<file path="src/sv/bce_pkg.sv">
// Package for the byte-stream emitter with word-sum checksum.
// Holds operation codes, status codes and opcode encoding constants.
// No dependencies.
package bce_pkg;

    typedef enum logic [2:0] {
        OP_BYTE    = 3'd0,
        OP_WORD    = 3'd1,
        OP_LONG    = 3'd2,
        OP_QUAD    = 3'd3,
        OP_OPCODE  = 3'd4,
        OP_MODE    = 3'd5,
        OP_OPERAND = 3'd6,
        OP_UNUSED  = 3'd7
    } t_op;

    typedef enum logic {
        ST_OK        = 1'b0,
        ST_OPC_RANGE = 1'b1
    } t_status;

    localparam logic [63:0] OPC_SHORT_LIMIT = 64'h80;
    localparam logic [63:0] OPC_LONG_LIMIT  = 64'h4000;
    localparam logic [15:0] OPC_LONG_BASE   = 16'h8000;

    localparam int unsigned MAX_BYTES = 8;

endpackage

</file>
<file path="src/sv/bytecode_emitter_with_checksum.sv">
// Byte-stream emitter: serialises items big-endian and keeps a word-sum checksum.
// Depends on bce_pkg for operation codes, status codes and opcode constants.
//
// An item is decoded as it is accepted into a byte shift register, which then
// sends one byte beat per cycle into the output register while the output is
// not stalled; an item produces 1, 2, 4 or 8 bytes, a single beat on an error,
// or no beat at all. The next item is accepted in the cycle its predecessor's
// last beat moves to the output register, so the emitter does not take a new
// item while it still holds bytes of the last one.
// Addressing-mode packing state changes at accept time; checksum and offset
// advance as each data byte, but not an error beat, enters the output register.
module bytecode_emitter_with_checksum (
    input  logic        i_clk,
    input  logic        i_rst_n,
    input  logic        i_valid,
    output logic        o_ready,
    input  logic [2:0]  i_operation,
    input  logic [63:0] i_value,
    input  logic [3:0]  i_addr_mode,
    output logic        o_valid,
    input  logic        i_ready,
    output logic [7:0]  o_data_byte,
    output logic [0:0]  o_status,
    output logic        o_last_of_run,
    output logic [31:0] o_running_sum,
    output logic [31:0] o_byte_offset
);

    logic        r_busy;
    logic [63:0] r_data;
    logic [3:0]  r_left;
    logic        r_err;

    logic [31:0] r_sum_acc;
    logic [31:0] r_bytes_written;
    logic        r_mode_pending;
    logic [3:0]  r_held_mode;

    logic        r_out_valid;
    logic [7:0]  r_out_data;
    logic        r_out_status;
    logic        r_out_last;
    logic [31:0] r_out_sum;
    logic [31:0] r_out_off;

    logic        advance;
    logic        accept;
    logic [63:0] n_data;
    logic [3:0]  n_len;
    logic        n_err;
    logic        n_mode_pending;
    logic [3:0]  n_held_mode;
    logic [7:0]  cur_byte;
    logic [31:0] sum_add;
    logic [15:0] opc_long;

    assign advance  = r_busy && (!r_out_valid || i_ready);
    assign o_ready  = !r_busy || (advance && (r_left == 4'd1));
    assign accept   = i_valid && o_ready;
    assign cur_byte = r_data[63:56];
    assign opc_long = bce_pkg::OPC_LONG_BASE + i_value[15:0];

    always_comb begin
        unique case (r_bytes_written[1:0])
            2'd0:    sum_add = {cur_byte, 24'd0};
            2'd1:    sum_add = {8'd0, cur_byte, 16'd0};
            2'd2:    sum_add = {16'd0, cur_byte, 8'd0};
            default: sum_add = {24'd0, cur_byte};
        endcase
    end

    always_comb begin
        n_data         = 64'd0;
        n_len          = 4'd0;
        n_err          = 1'b0;
        n_mode_pending = r_mode_pending;
        n_held_mode    = r_held_mode;
        unique case (bce_pkg::t_op'(i_operation))
            bce_pkg::OP_BYTE: begin
                n_data = {i_value[7:0], 56'd0};
                n_len  = 4'd1;
            end
            bce_pkg::OP_WORD: begin
                n_data = {i_value[15:0], 48'd0};
                n_len  = 4'd2;
            end
            bce_pkg::OP_LONG: begin
                n_data = {i_value[31:0], 32'd0};
                n_len  = 4'd4;
            end
            bce_pkg::OP_QUAD: begin
                n_data = i_value;
                n_len  = 4'd8;
            end
            bce_pkg::OP_OPCODE: begin
                n_mode_pending = 1'b0;
                priority if (i_value < bce_pkg::OPC_SHORT_LIMIT) begin
                    n_data = {i_value[7:0], 56'd0};
                    n_len  = 4'd1;
                end else if (i_value < bce_pkg::OPC_LONG_LIMIT) begin
                    n_data = {opc_long, 48'd0};
                    n_len  = 4'd2;
                end else begin
                    n_len  = 4'd1;
                    n_err  = 1'b1;
                end
            end
            bce_pkg::OP_MODE: begin
                if (r_mode_pending) begin
                    n_data         = {i_addr_mode, r_held_mode, 56'd0};
                    n_len          = 4'd1;
                    n_mode_pending = 1'b0;
                end else begin
                    n_held_mode    = i_addr_mode;
                    n_mode_pending = 1'b1;
                end
            end
            bce_pkg::OP_OPERAND: begin
                if (r_mode_pending) begin
                    n_data = {4'd0, r_held_mode, 56'd0};
                    n_len  = 4'd1;
                end
            end
            default: begin
            end
        endcase
    end

    always_ff @(posedge i_clk) begin
        if (!i_rst_n) begin
            r_busy          <= 1'b0;
            r_left          <= 4'd0;
            r_err           <= 1'b0;
            r_sum_acc       <= 32'd0;
            r_bytes_written <= 32'd0;
            r_mode_pending  <= 1'b0;
            r_held_mode     <= 4'd0;
            r_out_valid     <= 1'b0;
        end else begin
            if (advance) begin
                r_out_valid <= 1'b1;
                r_out_last  <= (r_left == 4'd1);
                r_out_off   <= r_bytes_written;
                if (r_err) begin
                    r_out_data   <= 8'd0;
                    r_out_status <= bce_pkg::ST_OPC_RANGE;
                    r_out_sum    <= r_sum_acc;
                end else begin
                    r_out_data      <= cur_byte;
                    r_out_status    <= bce_pkg::ST_OK;
                    r_out_sum       <= r_sum_acc + sum_add;
                    r_sum_acc       <= r_sum_acc + sum_add;
                    r_bytes_written <= r_bytes_written + 32'd1;
                end
            end else if (i_ready) begin
                r_out_valid <= 1'b0;
            end
            if (accept && (n_len != 4'd0)) begin
                r_busy <= 1'b1;
                r_data <= n_data;
                r_left <= n_len;
                r_err  <= n_err;
            end else if (advance) begin
                r_data <= {r_data[55:0], 8'd0};
                r_left <= r_left - 4'd1;
                if (r_left == 4'd1) begin
                    r_busy <= 1'b0;
                end
            end
            if (accept) begin
                r_mode_pending <= n_mode_pending;
                r_held_mode    <= n_held_mode;
            end
        end
    end

    assign o_valid       = r_out_valid;
    assign o_data_byte   = r_out_data;
    assign o_status      = r_out_status;
    assign o_last_of_run = r_out_last;
    assign o_running_sum = r_out_sum;
    assign o_byte_offset = r_out_off;

    a_err_beat_shape: assert property (@(posedge i_clk) disable iff (!i_rst_n)
        (o_valid && o_status == bce_pkg::ST_OPC_RANGE)
            |-> (o_last_of_run && o_data_byte == 8'd0))
        else $error("error beat must be a last beat with zero byte");

    a_offset_step: assert property (@(posedge i_clk) disable iff (!i_rst_n)
        (advance && !r_err) |=> (r_bytes_written == $past(r_bytes_written) + 32'd1))
        else $error("byte offset must advance by one per emitted byte");

    a_busy_count: assert property (@(posedge i_clk) disable iff (!i_rst_n)
        r_busy |-> (r_left != 4'd0 && r_left <= 4'(bce_pkg::MAX_BYTES)))
        else $error("byte count out of range while busy");

    a_sum_hold: assert property (@(posedge i_clk) disable iff (!i_rst_n)
        !advance |=> (r_sum_acc == $past(r_sum_acc)))
        else $error("checksum changed without a byte beat");

endmodule
</file>
<file path="config.mk">
export PLATFORM = sky130hd
export DESIGN_NAME = bytecode_emitter_with_checksum
export DESIGN_NICKNAME = d
export VERILOG_FILES = /design/src/sv/bce_pkg.sv /design/src/sv/bytecode_emitter_with_checksum.sv
export SDC_FILE = /design/constraint.sdc
export NUM_CORES = 1
export LEC_CHECK = 0
export BUFFER_PORTS_ARGS = -buffer_cell sky130_fd_sc_hd__clkbuf_2
export CAP_MARGIN = 15
export CORE_ASPECT_RATIO = 0.8
export CORE_UTILIZATION = 58
export DETAILED_ROUTE_END_ITERATION = 12
export PLACE_DENSITY = 0.8
export SETUP_SLACK_MARGIN = 0.5
export SYNTH_ARGS = -nofsm -noshare
export SYNTH_HDL_FRONTEND = slang
export SYNTH_SLANG_ARGS = --single-unit
</file>
<file path="constraint.sdc">
create_clock -name i_clk -period 5.5 [get_ports i_clk]
set_input_delay 0.275 -clock i_clk [delete_from_list [all_inputs] [get_ports i_clk]]
set_output_delay 0.275 -clock i_clk [all_outputs]
set_load 0.005 [all_outputs]
</file>
==> qor.yml <==
route:
  vias: 8998
  drt_pass1_iterations: 8
  wirelength_mm: 27.2
  avgViaCountPerCell: 5.98
  ant_nets: 0
  wl_per_cell_um: 18.1
  drtIter0Drc: 1019
  drc_errors: 0
cts:
  numCtsBuffers: 22
  h-tree-depth: 1
  cts_setup_buffers: 0
  clk_latency_ns: 0.52
  path_clk_slew_ns: 0.07
  hold_buffers: 0
  cts-root-buf: "clkbuf_16"
  cts_tree: "done"
  cts_resized: 0
  cts_sinks: 214
  clk_path_buf_depth: 3
critical_path:
  cp_max_fo: 10
  crit_path_end_kind: "flip-flop"
  arrival_ns: 4.03
  worstSetupPathType: "flip-flop to flip-flop"
  cp.required_ns: 5.71
  worstSetupStartpointType: "flip-flop"
global_routing:
  grt_start_max_net_pins: 72
  grt_overflow: 0
  grt_pass1_wl_mm: 42.7
  gr-usage-all-layers_pct: 27.5
  antenna_found_initial: 0
  grt_pass1_vias: 8026
yosys:
  synth_edf_count: 138
  ys.flop_type: "edfxtp_1"
  synthCells: 1115
  synth_fp_nets: 1229
  ys_seq_area_share_pct: 51.6
  netlist_area_sq_um: 11000
  synth_warnings: 0
  async_flop_share_pct: 0
  ys_types: 63
  ys_ff_latch: 214
  avgSynthCellArea_sq_um: 9.85
place:
  place_inst: 1463
  dpl.hpwl_mm: 18.7
  gp_congestion: 0.960
  io_buffers: 150
sta:
  fmax_mhz: 261
  min_period_over_period_pct: 69.6
  rsz0062_at_grt: "false"
  setup_tns_ns: 0
  finalCriticalPeriod_ns: 3.83
  relSlewSlack_pct: 43.3
  worst_pin_slew_ns: 0.850
  setup_viol_count_final: 0
  whs_ns: 0.0564
  hold_violations: 0
  finClkSkew_ns: 0.0323
  slew_viol_final: 0
floorplanning:
  die_h_um: 125
  fp-row-count: 44
  io_pins: 151
  placeableCoreArea_sq_um: 18300
  die_w_um: 156
  start_util_pct: 59.9
  die_area_sq_um: 19500
pwr:
  power_frac_comb_pct: 12.0
  internal_power_mw: 2.80
  p_sw_mw: 0.950
  p_per_area_nw_per_um2: 297
  pwr-share-seq_pct: 49.3
  vdd_drop_max_mv: 0.202
  p_clk_share_pct: 38.8
  leakage_nw: 4.96
  swShare_pct: 25.3
status:
  outcome: "completed"
final_layout:
  final_cells: 1504
  mostFrequentLayoutCell: "nand2_1"
  nFillCells: 1438
  nets: 1349
  antenna_cells: 0
  mostFrequentLayoutCells: "nand2_1, clkbuf_2, edfxtp_1"
  fin_util_pct: 68.8
  area.growth.synth_to_final_pct: 14.8
  drive_gt1_share_pct: 17.3
flow_run:
  max-cap-violations: 0
worst_hold_path:
  hp-class: "input pin to flip-flop"
## path summary, 6_finish.rpt
kind,startpoint,endpoint,slack [ns],cells after the start
max,r_bytes_written[0],o_running_sum[26],1.67,12
min,i_addr_mode[3],r_held_mode[3],0.06,3
max reg2reg,r_bytes_written[0],o_running_sum[26],1.67,12
min reg2reg,r_bytes_written[31],o_byte_offset[31],0.46,0
## final cells by class
| class | instances | area, sq um | area share, % |
|---|---|---|---|
| clock inverters | 14 | 135 | 1.07 |
| multi-input cells | 810 | 4990 | 39.5 |
| inverters | 27 | 101 | 0.804 |
| well taps | 253 | 317 | 2.51 |
| clock buffers | 26 | 566 | 4.49 |
| flip-flops and latches | 214 | 5670 | 44.9 |
| repair buffers | 160 | 838 | 6.65 |
## critical path: stages, from the launching register on
cell and delay, ns:
dfxtp_1 0.38, ha_1 0.31, nor2b_1 0.35, and2_1 0.19
ha_1 0.28, and2_1 0.20, a2111oi_0 0.43, o211ai_1 0.18
a21oi_2 0.28, o211ai_1 0.24, a31oi_1 0.38, xor2_1 0.18
o21ai_0 0.10
## cell families (layout without fill, tap and decap cells)
logic type / Yosys count / after routing / synth area share [%]
and+or+nand+nor: 464 / 464 / 20.4
AOI/OAI and AO/OA: 239 / 239 / 14.3
DFF: 214 / 214 / 51.6
buffers and inverters: 91 / 227 / 3.41
xor gates and xnor gates: 54 / 54 / 4.31
adders and majority gates: 39 / 39 / 4.51
muxes: 14 / 14 / 1.48
## flip-flops by register name, summed over array words and instances (netlist names), 4 cells and up
register and flops:
r_sum_acc 32, o_data_byte 8, o_running_sum 32, r_bytes_written 32, r_data 64, o_byte_offset 32, r_held_mode 4, r_left 4
## stage by stage
step	setup slack, ns	power (mW)	cell area (sq um)
final	1.67	3.75	12600
after global routing	1.35	3.87	12600
after CTS	1.74	3.75	12600
after detailed placement	1.80	2.32	11900
after global placement	1.93	2.30	11900
after floorplan	0.868	2.16	11000
## power by group through the flow
stage	Sequential, mW	Combinational (mW)	Clock (mW)
3_3_place_gp	1.88	0.426	0
4_1_cts	1.85	0.439	1.47
6_report	1.85	0.449	1.45
2_1_floorplan	1.87	0.288	0
3_5_place_dp	1.88	0.436	0
5_1_grt	1.85	0.491	1.53
## routing by layer
| metal | part of all wire (%) | track usage, % | up-vias |
|---|---|---|---|
| li1 | - | - | 4294 |
| met1 | 45 | 41.9 | 4212 |
| met2 | 44 | 41.1 | 446 |
| met3 | 9.0 | 4.26 | 46 |
| met4 | 1.9 | 6.52 | 0 |
| met5 | 0 | 0 | - |
## cells in the mapped netlist (7+ instances only)
library cell / number / area, sq um
nor2b_1: 15 / 93.8
a221oi_1: 17 / 149
nand4_1: 17 / 106
or3_1: 13 / 81.3
nand3_1: 54 / 270
edfxtp_1: 138 / 4140
and3_1: 22 / 138
nor2_1: 99 / 372
nor4_1: 13 / 81.3
a222oi_1: 15 / 150
buf_2: 12 / 60.1
xnor2_1: 28 / 245
and2_1: 46 / 288
dfxtp_1: 76 / 1520
clkbuf_1: 46 / 173
nand2b_1: 7 / 43.8
a31oi_1: 8 / 50.1
nor3_1: 7 / 35.0
mux2i_1: 8 / 80.1
nand2_1: 155 / 582
o21ai_0: 75 / 375
a21oi_1: 54 / 270
xor2_1: 26 / 228
o21bai_1: 9 / 67.6
a21o_1: 13 / 97.6
inv_1: 27 / 101
ha_1: 38 / 475
Power figures use the tool's default switching activity.
